### src/sv/deq_pkg.sv
// Shared types and constants for the double-ended queue.
// Used by deq_cell and double_ended_queue_top; depends on nothing else.
`timescale 1ns / 1ps

package deq_pkg;

  localparam int DEQ_DEPTH  = 16;
  localparam int DEQ_DATA_W = 32;

  // Command codes carried by an input item
  typedef enum logic [1:0] {
    CMD_PUSH_FRONT = 2'd0,
    CMD_PUSH_BACK  = 2'd1,
    CMD_POP_FRONT  = 2'd2,
    CMD_POP_BACK   = 2'd3
  } deq_cmd_t;

  // Control broadcast from the sequencer to every cell
  typedef struct packed {
    logic                         en;
    deq_cmd_t                     cmd;
    logic signed [DEQ_DATA_W-1:0] value;
  } deq_ctl_t;

endpackage

### src/sv/double_ended_queue_top.sv
// Top level of the double-ended queue: a chain of deq_cell instances and
// the command sequencer with its result register. Depends on deq_pkg.
//
//   channel | ports                                  | direction
//   --------+----------------------------------------+-----------
//   input   | in_valid, in_stall, in_cmd, in_value   | to block
//   result  | out_valid, out_stall, out_ok,          | from block
//           | out_popped_value, out_is_empty         |
//
// Push front, push back, pop front and any failed pop register their result
// straight from S_IDLE. A successful pop back holds the block in S_SETTLE:
// the back entry travels one cell per cycle along the forwarding chain until
// it reaches cell 0, and only then is its result registered.
// Entries stay packed at the front of the chain, cell 0 holding the front.
// Reset (synchronous, rst_n low) clears every valid bit: the queue is empty.
// A stalled result holds; a new item is taken while the result is being
// taken, and no item is taken while a pop back is still in progress.
`timescale 1ns / 1ps

module double_ended_queue_top import deq_pkg::*; #(
  parameter int DEPTH = DEQ_DEPTH
) (
  input  logic                         clk,
  input  logic                         rst_n,
  input  logic                         in_valid,
  output logic                         in_stall,
  input  logic [1:0]                   in_cmd,
  input  logic signed [DEQ_DATA_W-1:0] in_value,
  output logic                         out_valid,
  input  logic                         out_stall,
  output logic                         out_ok,
  output logic signed [DEQ_DATA_W-1:0] out_popped_value,
  output logic                         out_is_empty
);

  localparam int CNT_W = $clog2(DEPTH);

  typedef enum logic {
    S_IDLE,
    S_SETTLE
  } state_t;

  state_t                       state_r, state_nxt;
  logic [CNT_W-1:0]             cnt_r, cnt_nxt;
  logic                         out_valid_r, out_valid_nxt;
  logic                         out_ok_r, out_ok_nxt;
  logic signed [DEQ_DATA_W-1:0] out_popped_r, out_popped_nxt;
  logic                         out_empty_r, out_empty_nxt;

  deq_ctl_t                     ctl;
  logic [DEPTH-1:0]             valid_w;
  logic signed [DEQ_DATA_W-1:0] data_w [DEPTH];
  logic signed [DEQ_DATA_W-1:0] tail_w [DEPTH];

  logic     slot_free;
  logic     accept;
  logic     full;
  logic     empty;
  deq_cmd_t cmd;

  // Build the chain: cell 0 takes the pushed value from the left
  for (genvar i = 0; i < DEPTH; i++) begin : g_cell
    logic                         lv, rv;
    logic signed [DEQ_DATA_W-1:0] ld, rd, rt;
    if (i == 0) begin : g_head
      assign lv = 1'b1;
      assign ld = in_value;
    end else begin : g_body
      assign lv = valid_w[i-1];
      assign ld = data_w[i-1];
    end
    if (i == DEPTH - 1) begin : g_end
      assign rv = 1'b0;
      assign rd = '0;
      assign rt = '0;
    end else begin : g_mid
      assign rv = valid_w[i+1];
      assign rd = data_w[i+1];
      assign rt = tail_w[i+1];
    end
    deq_cell u_cell (
      .clk         (clk),
      .rst_n       (rst_n),
      .ctl         (ctl),
      .left_valid  (lv),
      .left_data   (ld),
      .right_valid (rv),
      .right_data  (rd),
      .right_tail  (rt),
      .valid_o     (valid_w[i]),
      .data_o      (data_w[i]),
      .tail_o      (tail_w[i])
    );
  end

  assign slot_free = ~out_valid_r | ~out_stall;
  assign in_stall  = (state_r != S_IDLE) | ~slot_free;
  assign accept    = in_valid & ~in_stall;
  assign full      = valid_w[DEPTH-1];
  assign empty     = ~valid_w[0];
  assign cmd       = deq_cmd_t'(in_cmd);

  // Decode the command, drive the cells and form the result
  always_comb begin
    state_nxt      = state_r;
    cnt_nxt        = cnt_r;
    out_valid_nxt  = out_valid_r & out_stall;
    out_ok_nxt     = out_ok_r;
    out_popped_nxt = out_popped_r;
    out_empty_nxt  = out_empty_r;
    ctl.en         = 1'b0;
    ctl.cmd        = cmd;
    ctl.value      = in_value;
    unique case (state_r)
      S_IDLE: begin
        if (accept) begin
          unique case (cmd)
            CMD_PUSH_FRONT, CMD_PUSH_BACK: begin
              ctl.en         = ~full;
              out_valid_nxt  = 1'b1;
              out_ok_nxt     = ~full;
              out_popped_nxt = '0;
              out_empty_nxt  = 1'b0;
            end
            CMD_POP_FRONT: begin
              ctl.en         = ~empty;
              out_valid_nxt  = 1'b1;
              out_ok_nxt     = ~empty;
              out_popped_nxt = empty ? '0 : data_w[0];
              out_empty_nxt  = ~valid_w[1];
            end
            CMD_POP_BACK: begin
              if (empty) begin
                out_valid_nxt  = 1'b1;
                out_ok_nxt     = 1'b0;
                out_popped_nxt = '0;
                out_empty_nxt  = 1'b1;
              end else begin
                // wait for the back entry to reach cell 0
                state_nxt = S_SETTLE;
                cnt_nxt   = CNT_W'(DEPTH - 1);
              end
            end
            default: begin
              state_nxt = S_IDLE;
            end
          endcase
        end
      end
      S_SETTLE: begin
        ctl.cmd = CMD_POP_BACK;
        if (cnt_r != '0) begin
          cnt_nxt = cnt_r - 1'b1;
        end else if (slot_free) begin
          ctl.en         = 1'b1;
          out_valid_nxt  = 1'b1;
          out_ok_nxt     = 1'b1;
          out_popped_nxt = tail_w[0];
          out_empty_nxt  = ~valid_w[1];
          state_nxt      = S_IDLE;
        end
      end
      default: begin
        state_nxt = S_IDLE;
      end
    endcase
  end

  // Hold state and the result register
  always_ff @(posedge clk) begin
    if (!rst_n) begin
      state_r     <= S_IDLE;
      cnt_r       <= '0;
      out_valid_r <= 1'b0;
    end else begin
      state_r     <= state_nxt;
      cnt_r       <= cnt_nxt;
      out_valid_r <= out_valid_nxt;
    end
    out_ok_r     <= out_ok_nxt;
    out_popped_r <= out_popped_nxt;
    out_empty_r  <= out_empty_nxt;
  end

  assign out_valid        = out_valid_r;
  assign out_ok           = out_ok_r;
  assign out_popped_value = out_popped_r;
  assign out_is_empty     = out_empty_r;

  // Live entries always form one run starting at cell 0
  a_packed_run: assert property (@(posedge clk) disable iff (!rst_n)
    ((valid_w + 1'b1) & valid_w) == '0)
    else $error("queue entries are not packed at the front");

  // The chain stays still while the back entry travels forward
  a_settle_still: assert property (@(posedge clk) disable iff (!rst_n)
    (state_r == S_SETTLE && cnt_r != '0) |=> $stable(valid_w))
    else $error("chain changed during pop back");

  // A failed command reports a zero value
  a_fail_zero: assert property (@(posedge clk) disable iff (!rst_n)
    (out_valid_r && !out_ok_r) |-> out_popped_r == '0)
    else $error("failed command carries a value");

  // An accepted push into a queue with room leaves it non-empty
  a_push_fills: assert property (@(posedge clk) disable iff (!rst_n)
    (accept && !full && (cmd == CMD_PUSH_FRONT || cmd == CMD_PUSH_BACK))
      |=> valid_w[0])
    else $error("push did not store an entry");

endmodule

### src/sv/deq_cell.sv
// One storage cell of the queue chain: an entry, its valid bit and a
// back-entry forwarding register. Depends on deq_pkg.
`timescale 1ns / 1ps

module deq_cell import deq_pkg::*; (
  input  logic                         clk,
  input  logic                         rst_n,
  input  deq_ctl_t                     ctl,
  input  logic                         left_valid,
  input  logic signed [DEQ_DATA_W-1:0] left_data,
  input  logic                         right_valid,
  input  logic signed [DEQ_DATA_W-1:0] right_data,
  input  logic signed [DEQ_DATA_W-1:0] right_tail,
  output logic                         valid_o,
  output logic signed [DEQ_DATA_W-1:0] data_o,
  output logic signed [DEQ_DATA_W-1:0] tail_o
);

  logic                         valid_r, valid_nxt;
  logic signed [DEQ_DATA_W-1:0] data_r, data_nxt;
  logic signed [DEQ_DATA_W-1:0] tail_r, tail_nxt;
  logic                         is_last;

  // This cell holds the back entry when the next cell is empty
  assign is_last = valid_r & ~right_valid;

  // Shift, fill or drop the entry as the command asks
  always_comb begin
    valid_nxt = valid_r;
    data_nxt  = data_r;
    if (ctl.en) begin
      unique case (ctl.cmd)
        CMD_PUSH_FRONT: begin
          valid_nxt = left_valid;
          data_nxt  = left_data;
        end
        CMD_PUSH_BACK: begin
          if (left_valid && !valid_r) begin
            valid_nxt = 1'b1;
            data_nxt  = ctl.value;
          end
        end
        CMD_POP_FRONT: begin
          valid_nxt = right_valid;
          data_nxt  = right_data;
        end
        CMD_POP_BACK: begin
          if (is_last) valid_nxt = 1'b0;
        end
        default: begin
          valid_nxt = valid_r;
        end
      endcase
    end
  end

  // Forward the back entry one cell toward the front each cycle
  assign tail_nxt = is_last ? data_r : right_tail;

  always_ff @(posedge clk) begin
    if (!rst_n) begin
      valid_r <= 1'b0;
    end else begin
      valid_r <= valid_nxt;
    end
    data_r <= data_nxt;
    tail_r <= tail_nxt;
  end

  assign valid_o = valid_r;
  assign data_o  = data_r;
  assign tail_o  = tail_r;

endmodule
### config.mk
export PLATFORM = sky130hd
export DESIGN_NAME = double_ended_queue_top
export DESIGN_NICKNAME = d
export VERILOG_FILES = /design/src/sv/deq_pkg.sv /design/src/sv/double_ended_queue_top.sv /design/src/sv/deq_cell.sv
export SDC_FILE = /design/constraint.sdc
export NUM_CORES = 1
export LEC_CHECK = 0
export ABC_AREA = 0
export BUFFER_PORTS_ARGS = -buffer_cell sky130_fd_sc_hd__buf_2
export CAP_MARGIN = 20
export CORE_ASPECT_RATIO = 0.9
export CORE_MARGIN = 2
export CORE_UTILIZATION = 45
export CTS_BUF_LIST = sky130_fd_sc_hd__clkbuf_16
export CTS_CLUSTER_DIAMETER = 120
export DETAILED_ROUTE_END_ITERATION = 8
export SKIP_LAST_GASP = 1
export SLEW_MARGIN = 20
export SYNTH_ARGS = -nofsm -noshare
export SYNTH_HDL_FRONTEND = slang
export SYNTH_SLANG_ARGS = --single-unit
export TNS_END_PERCENT = 100
### constraint.sdc
create_clock -name clk -period 5 [get_ports clk]
set_input_delay 0.25 -clock clk [delete_from_list [all_inputs] [get_ports clk]]
set_output_delay 0.25 -clock clk [all_outputs]
set_load 0.02 [all_outputs]
Word level (Yosys, flattened, before mapping)
Index checks and enable logic that the tools add are counted.
{"block": "word_totals", "regBits": 1080, "inputBits": 38, "word_cells": 345}
{"block": "op_classes", "addsub": 1, "n_eq_ne": 44, "n_mux": 135, "n_bitwise": 39, "n_reduce_logical": 72}
{"cell": "one-hot mux 32 bit (3 select lines)", "count": 17}
{"cell": "2-to-1 mux 32 bit", "count": 36}
{"cell": "AND reduction 3 bit", "count": 30}
{"cell": "inequality test 2 x 1 -> 1 bit, second input constant", "count": 34}
{"cell": "one-hot mux 32 bit (2 select lines)", "count": 1}
{"cell": "one-hot mux 1 bit (4 select lines)", "count": 14}
{"cell": "2-to-1 mux 1 bit", "count": 50}
{"cell": "NOT 1 bit", "count": 20}
{"cell": "AND 1 bit", "count": 17}
{"cell": "2-to-1 mux 4 bit", "count": 4}
{"cell": "logical AND 1 bit", "count": 15}
{"cell": "logical NOT 1 bit", "count": 15}
{"cell": "one-hot mux 1 bit (2 select lines)", "count": 7}
{"cell": "one-hot mux 1 bit (3 select lines)", "count": 4}
{"cell": "equality test 2 bit, second input constant", "count": 4}
{"cell": "one-hot mux 4 bit (2 select lines)", "count": 1}
{"cell": "AND reduction 4 bit", "count": 2}
{"cell": "inequality test 2 bit, second input constant", "count": 3}
{"cell": "OR reduction 2 bit", "count": 3}
{"cell": "equality test 2 x 1 -> 1 bit, second input constant", "count": 2}
{"cell": "logical NOT 2 bit", "count": 2}
{"cell": "AND reduction 2 bit", "count": 2}
{"cell": "nonzero test 4 bit", "count": 1}
{"cell": "subtractor 4 x 1 -> 4 bit, second input constant", "count": 1}
{"cell": "5 further kinds", "count": 6}

Longest topological paths before layout
Gate-level depths: netlist (run 1).
{"block": "depth", "word_depth": 9, "ltp_mapped": 11}

By module
A second synthesis (run 1) with hierarchy kept.
{"block": "unflattened", "hier_cells": 3832, "area_unflattened_um2": 48181.2}
{"mod": "deq_cell at g_cell[0].u_cell ...", "n_inst": 15, "cells_per_inst": 232, "area_per_inst_um2": 2904.0, "seq_area_each_um2": 1621.6}
{"mod": "deq_cell at g_cell[10].u_cell", "n_inst": 1, "cells_per_inst": 232, "area_per_inst_um2": 2902.8, "seq_area_each_um2": 1621.6}
{"mod": "double_ended_queue_top", "n_inst": 1, "cells_per_inst": 120, "area_per_inst_um2": 1717.9, "seq_area_each_um2": 1141.1}

Worst setup path after synthesis (run 1)
No wires, ideal clock.
{"block": "synth_timing", "path_type": "register to register", "start": "reg state_r", "end": "reg g_cell[0].u_cell.data_r[0] (enable)", "arrival_time_ns": 3.288, "required_time_ns": 4.568, "slack_ns": 1.280, "path_stages_with_launch": 9, "n_path_buf": 5, "cell_sequence": "dfxtp_1 -> clkbuf_1 -> clkbuf_1 -> nor2_1 -> ha_1 -> buf_2 -> clkbuf_1 -> clkbuf_1 -> a21oi_1"}
{"block": "synth_via", "elab_chain_len": 6, "word_cells_on_any_way": 13}
{"item": "start, declared", "line": "double_ended_queue_top.sv:43", "source": "state_t state_r, state_nxt;"}
{"item": "start signal, assigned", "line": "double_ended_queue_top.sv:176", "source": "state_r <= state_nxt;"}
{"item": "bitwise OR 1 bit", "line": "double_ended_queue_top.sv:97", "source": "assign in_stall = (state_r != S_IDLE) | ~slot_free;"}
{"item": "NOT 1 bit", "line": "double_ended_queue_top.sv:98", "source": "assign accept = in_valid & ~in_stall;"}
{"item": "AND 1 bit", "line": "double_ended_queue_top.sv:98"}
{"item": "2-to-1 mux 1 bit", "line": "double_ended_queue_top.sv:116", "source": "if (accept) begin"}
{"item": "one-hot mux 1 bit (2 select lines)", "line": "double_ended_queue_top.sv:114", "source": "unique case (state_r)"}
{"item": "AND reduction 3 bit (no line) *"}
{"item": "end signal, assigned", "line": "deq_cell.sv:66", "source": "data_r <= data_nxt;"}
{"item": "end, declared", "line": "deq_cell.sv:20", "source": "logic signed [DEQ_DATA_W-1:0] data_r, data_nxt;"}
Every way passes the cells marked *; elsewhere a longest branch is shown, timed or not.
A chain may end at the register's enable or synchronous reset.

Worst setup path in the final report (run 1)
{"block": "layout_timing", "start": "reg state_r", "end": "reg g_cell[15].u_cell.data_r[17] (data pin)"}
{"block": "layout_via", "elab_chain_len": 3, "word_cells_on_any_way": 5}
{"item": "2-to-1 mux 2 bit *", "line": "double_ended_queue_top.sv:114"}
{"item": "equality test 2 bit (tied with other cells)", "line": "deq_cell.sv:32", "source": "unique case (ctl.cmd)"}
{"item": "one-hot mux 32 bit (3 select lines) *", "line": "deq_cell.sv:32"}
{"item": "end signal, assigned", "line": "deq_cell.sv:66"}
{"item": "end, declared", "line": "deq_cell.sv:20"}
Marked as above.

==> results of run 1 <==
cell type report:
class,instances,share of cell area (%)
Timing Repair Buffer,165,3.30
Clock inverter,96,0.945
Sequential cell,1080,56.0
Multi-Input combinational cell,2267,30.5
Inverter,24,0.186
Clock buffer,112,5.80
Tap cell,1253,3.24
power groups by stage:
stage / registers (mW) / clock network, mW / logic, mW
CTS: 10.2 / 7.62 / 1.68
global placement: 10.4 / 0 / 1.60
global route: 10.3 / 7.95 / 1.88
detailed placement: 10.4 / 0 / 1.65
floorplan: 10.3 / 0 / 1.18
finish: 10.2 / 7.45 / 1.70
synth_stat cells (2+ instances only):
cell,number
a21boi_0,3
a21boi_1,9
a21oi_1,275
a221oi_1,7
a221oi_2,7
a22o_1,32
a22oi_1,5
and2_1,39
buf_1,38
buf_2,39
clkbuf_1,198
dfxtp_1,534
edfxtp_1,546
ha_1,5
inv_1,24
mux2_2,463
mux2i_1,14
nand2_1,310
nand2b_1,280
nand3_1,526
nand3b_1,3
nor2_1,209
nor2b_1,2
nor3_1,3
o211ai_1,2
o21ai_0,57
how the worst min path moves through the flow:
stage	start	end	slack, ns
floorplan	g_cell[2].u_cell.tail_o[0]$_DFF_P_	g_cell[1].u_cell.tail_o[0]$_DFF_P_	0.40
global placement	g_cell[15].u_cell.tail_o[13]$_SDFF_PN0_	g_cell[14].u_cell.tail_o[13]$_DFF_P_	0.40
detailed placement	g_cell[2].u_cell.tail_o[5]$_DFF_P_	g_cell[1].u_cell.tail_o[5]$_DFF_P_	0.41
CTS	in_value[18]	g_cell[0].u_cell.data_o[18]$_DFFE_PP_	0.01
global route	in_value[18]	g_cell[0].u_cell.data_o[18]$_DFFE_PP_	0.03
finish	in_cmd[1]	out_ok$_SDFFCE_PP1P_	0.04
worst max-delay path: stages (launching register included):
cell	delay [ns]
dfxtp_1	0.31
buf_4	0.27
nor2_1	0.34
inv_1	0.19
ha_4	0.64
and2_1	0.79
nand2_1	0.68
o21ai_0	0.25
kinds of logic after synthesis:
logic type,share of synthesized area [%]
AO/OA/AOI/OAI,5.38
XOR/XNOR,0.0205
adder cells (fa/ha/maj),0.147
buffers and inverters,2.77
flip-flops,63.4
multiplexers,12.5
AND/OR/NAND/NOR,15.7
flip-flops by register name (all words and copies together) (netlist names):
| register | flops |
|---|---|
| cnt_r | 4 |
| g_cell.u_cell.data_o | 512 |
| out_ok | 1 |
| g_cell.u_cell.valid_o | 16 |
| out_valid | 1 |
| out_is_empty | 1 |
| g_cell.u_cell.tail_o | 512 |
| state_r | 1 |
| out_popped_value | 32 |
metrics by stage:
| step | std cells | setup WS, ns | power, mW |
|---|---|---|---|
| floorplan | 3647 | 1.28 | 11.5 |
| global placement | 4740 | 1.31 | 12.0 |
| detailed placement | 4755 | 1.30 | 12.0 |
| CTS | 4993 | 1.29 | 19.5 |
| global route | 4997 | 1.03 | 20.1 |
| finish | 4997 | 1.33 | 19.3 |
layer usage:
| metal | global-route usage [%] | part of all wire (%) | vias to the layer above |
|---|---|---|---|
| met4 | 4.63 | 1.7 | 0 |
| met3 | 2.39 | 5.8 | 104 |
| met1 | 33.3 | 53 | 12800 |
| li1 | - | - | 12900 |
| met2 | 26.7 | 40 | 821 |
| met5 | 0 | 0 | - |
==> impl_metrics.ini, run 1 <==
[routing]
firstDrtPassIters = 5
routed_via_density = 5.33
postRouteAntennaNets = 0
drt-initial-drc-count = 2802
drc = 0
num_vias = 26600
drt_wl_total_um = 97800
wl_per_cell_um = 19.6

[cts]
clkSinkCount = 1080
root_buffer = clkbuf_16
cts_setup_buffers = 0
htree_levels = 3
cts_resized = 0
clkTransAtPathRegs_ns = 0.06
numCtsBuffers = 110
cts_hold_buf = 30
clockBufferDepth = 3
insertion_delay_ns = 0.66
cts_tree = yes

[timing]
maxSlewViolCount = 0
rsz0062_at_grt = false
fmax_mhz = 273
finalCritPeriodShare_pct = 73.4
fin_crit_ns = 3.67
slew-limit-headroom_pct = 29.6
whs_ns = 0.0418
worst_slew_pin_slew_ns = 1.06
skew_ns = 0.0181
finalSetupTns_ns = 0
finalSetupViolCount = 0
hold_viol_final = 0

[status]
outcome = complete, no violations

[cells_and_area]
antenna_cells = 0
regArea_um2 = 27100
fin_util_pct = 51.2
num-fill-cells = 8310
multi_input_area_um2 = 14700
area_delta_synth_final_pct = 13.2
final_design_area_no_fill_um2 = 48300
mostFrequentLayoutCell = edfxtp_1
most-common-layout-cells = edfxtp_1 (546), dfxtp_1 (534), nand3_1 (526)
drive_above_1_share_pct = 21.1
finalNetCount = 3691

[global_route]
grt_max_degree = 195
grt_pass1_vias = 25300
grt_usage_pct = 19.9
overflow = 0
antenna_found_initial = 1
grt_pass1_wl_um = 155000

[power_and_ir_drop]
power_switching_mw = 4.58
power_frac_seq_pct = 52.7
p_int_mw = 14.8
comb_power_share_pct = 8.8
swShare_pct = 23.7
ir_drop_mv = 0.287
power_density_nw_per_um2 = 400
p_leak_nw = 18.7
clkPwrFrac_pct = 38.5

[critical_path]
rr_worst_depth = 7
critPathCaptureType = register
setup.worst_path.end = g_cell[15].u_cell.data_o[17]$_DFFE_PP_
worstPathArrival_ns = 4.16
crit_fanout = 51
crit_type = reg2reg
rrSetupSlack_ns = 1.33
cp.required_ns = 5.49
startpoint_type = register
timing.rr.start = state_r$_SDFF_PN0_
r2r-end = g_cell[15].u_cell.data_o[17]$_DFFE_PP_
crit_start = state_r$_SDFF_PN0_

[yosys]
synthCells = 3647
ys.flop_type = edfxtp_1
ys_warn_count = 0
synth_nets = 3690
synth_cell_types = 43
synthArstFlopShare_pct = 0
synth_edf_count = 546
synth_area_um2 = 42700
avgSynthCellArea_um2 = 11.7
synth_top_area_cell = edfxtp_1
synth_top_area_share_pct = 38.4
ys_ff_latch = 1080
synth-seq-area-share_pct = 63.4
synth_area_leaders = edfxtp_1 (38%), dfxtp_1 (25%), mux2_2 (12%)

[placed_design]
port-buffer-count = 73
gp_congestion = 0.759
dp.final_hpwl_um = 60500
dpl_cell_area_um2 = 44700

[floorplanning]
dieWidth_um = 329
fp-row-count = 107
start_util_pct = 45.2
fp.coreArea_um2 = 94400
dieHeight_um = 296
io_pins = 74
die_area_um2 = 97400

[flow_run]
drv_cap = 0

[min_path]
hold_class = in2reg
holdPathStages = 3
Power figures use the tool's default switching activity.
==> run 2, diff against run 1 <==
==> constraint.sdc (replaced) <==
create_clock -name clk -period 3.26 [get_ports clk]
set_input_delay 0.163 -clock clk [delete_from_list [all_inputs] [get_ports clk]]
set_output_delay 0.163 -clock clk [all_outputs]
set_load 0.02 [all_outputs]
==> impl_metrics.ini, run 2 (same netlist as run 1, synthesis figures left out) <==
[status]
outcome = complete, no violations

[power_and_ir_drop]
clkPwrFrac_pct = 38.8
p_int_mw = 22.7
ir_drop_mv = 0.408
power_mw = 29.7
power_frac_seq_pct = 52.7
power_density_nw_per_um2 = 617
p_leak_nw = 18.6
swShare_pct = 23.5
power_switching_mw = 6.97
comb_power_share_pct = 8.5

[placed_design]
placed_cells = 4770
dp.final_hpwl_um = 58800
gp_congestion = 0.750
port-buffer-count = 73

[cts]
insertion_delay_ns = 0.66
clockBufferDepth = 3
cts_tree = yes
numCtsBuffers = 109
htree_levels = 3
clkTransAtPathRegs_ns = 0.06
root_buffer = clkbuf_16
cts_setup_buffers = 0
clkSinkCount = 1080

[timing]
finalCritPeriodShare_pct = 93.1
hold_viol_final = 0
fmax_mhz = 330
whs_ns = 0.0784
maxSlewViolCount = 0
slew-limit-headroom_pct = 29.6
skew_ns = 0.0185
fin_crit_ns = 3.03
finalSetupViolCount = 0
rsz0062_at_grt = false
finalSetupTns_ns = 0
worst_slew_pin_slew_ns = 1.06

[cells_and_area]
num-fill-cells = 8294
mostFrequentLayoutCell = edfxtp_1
antenna_cells = 0
finalNetCount = 3707
fin_util_pct = 51.0
area_delta_synth_final_pct = 12.7
most-common-layout-cells = edfxtp_1 (546), dfxtp_1 (534), nand3_1 (526)
finalNonFillerCells = 5012
drive_above_1_share_pct = 21.3

[global_route]
antenna_found_initial = 0
grt_usage_pct = 19.0
grt_pass1_vias = 25200
grt_max_degree = 191
overflow = 0
grt_pass1_wl_um = 150000

[min_path]
hold_class = in2reg

[floorplanning]
fp-row-count = 107
io_pins = 74
dieWidth_um = 329
die_area_um2 = 97400
fp.coreArea_um2 = 94400
start_util_pct = 45.2
dieHeight_um = 296

[critical_path]
crit_chain = nor2_1 -> buf_4 -> inv_1 -> ha_4 -> and2_1 -> nand2_1 -> o21ai_0
cp.required_ns = 3.74
critPathCaptureType = register
worstPathArrival_ns = 3.51
crit_type = reg2reg
crit_fanout = 20
cp_slowest_cell = and2_1
crit_buf_inv = 2
cpPeakStageDelay_ns = 0.82
path_delay_family = simple AND/OR/NAND/NOR gates
rrSetupSlack_ns = 0.23
startpoint_type = register

[routing]
postRouteAntennaNets = 0
drc = 0
drt_wl_total_um = 93700
drt-initial-drc-count = 2800
firstDrtPassIters = 5
num_vias = 26300
routed_via_density = 5.25
wl_per_cell_um = 18.7

[flow_run]
drv_cap = 0
run 2: changes by cell type in the layout (fill, tap and decap cells not counted), moves of 3 or more:
cell / delta
buf_16: -17
buf_4: +31
dlygate4sd3_1: +6
inv_1: -3
nand2b_2: +6
nand2b_4: -6
run 2: layer usage:
layer / global-route usage, % / wire [µm] / up-vias
li1: - / - / 13000
met1: 31.5 / 49300 / 12400
met2: 25.6 / 37100 / 818
met3: 2.60 / 5870 / 105
met4: 4.68 / 1460 / 0
met5: 0 / 0 / -
run 2: power groups by stage:
stage,logic [mW],clock network (mW),registers (mW)
2_1_floorplan,1.81,0,15.8
3_5_place_dp,2.46,0,15.9
5_1_grt,2.81,12.3,15.7
4_1_cts,2.52,11.8,15.6
3_3_place_gp,2.44,0,15.9
6_report,2.53,11.5,15.6
run 2: what timing repair did:
item,4_1_cts,5_1_grt
hold buffers,36,0
endpoints found under the hold margin,37,0
gates resized for setup,0,0
run 2: worst min-delay path: stages:
cell and delay [ns]:
buf_2 0.34, nand2_1 0.14, nor2_1 0.03
run 2: through the flow:
| stage | setup WS (ns) | instance area (µm²) |
|---|---|---|
| after floorplan | -0.434 | 42700 |
| after global placement | 0.312 | 44500 |
| after detailed placement | 0.203 | 44500 |
| after CTS | 0.199 | 48100 |
| after global routing | 0.00139 | 48100 |
| final | 0.225 | 48100 |
run 2: path summary, 6_finish.rpt:
check / from / endpoint / cells after the start
max reg2reg: state_r$_SDFF_PN0_ / g_cell[15].u_cell.data_o[17]$_DFFE_PP_ / 7
min: rst_n / cnt_r[0]$_SDFFE_PN0P_ / 3
min reg2reg: g_cell[2].u_cell.tail_o[8]$_DFF_P_ / g_cell[1].u_cell.tail_o[8]$_DFF_P_ / 2
max: state_r$_SDFF_PN0_ / g_cell[15].u_cell.data_o[17]$_DFFE_PP_ / 7
run 2: layout make-up:
type / count / area (µm²) / share of cell area [%]
clock inverters: 95 / 503 / 1.05
repair buffers: 182 / 1370 / 2.86
well taps: 1253 / 1570 / 3.26
clock buffers: 111 / 2780 / 5.77
inverters: 24 / 90.1 / 0.187
multi-input cells: 2267 / 14700 / 30.6
flip-flops and latches: 1080 / 27100 / 56.3
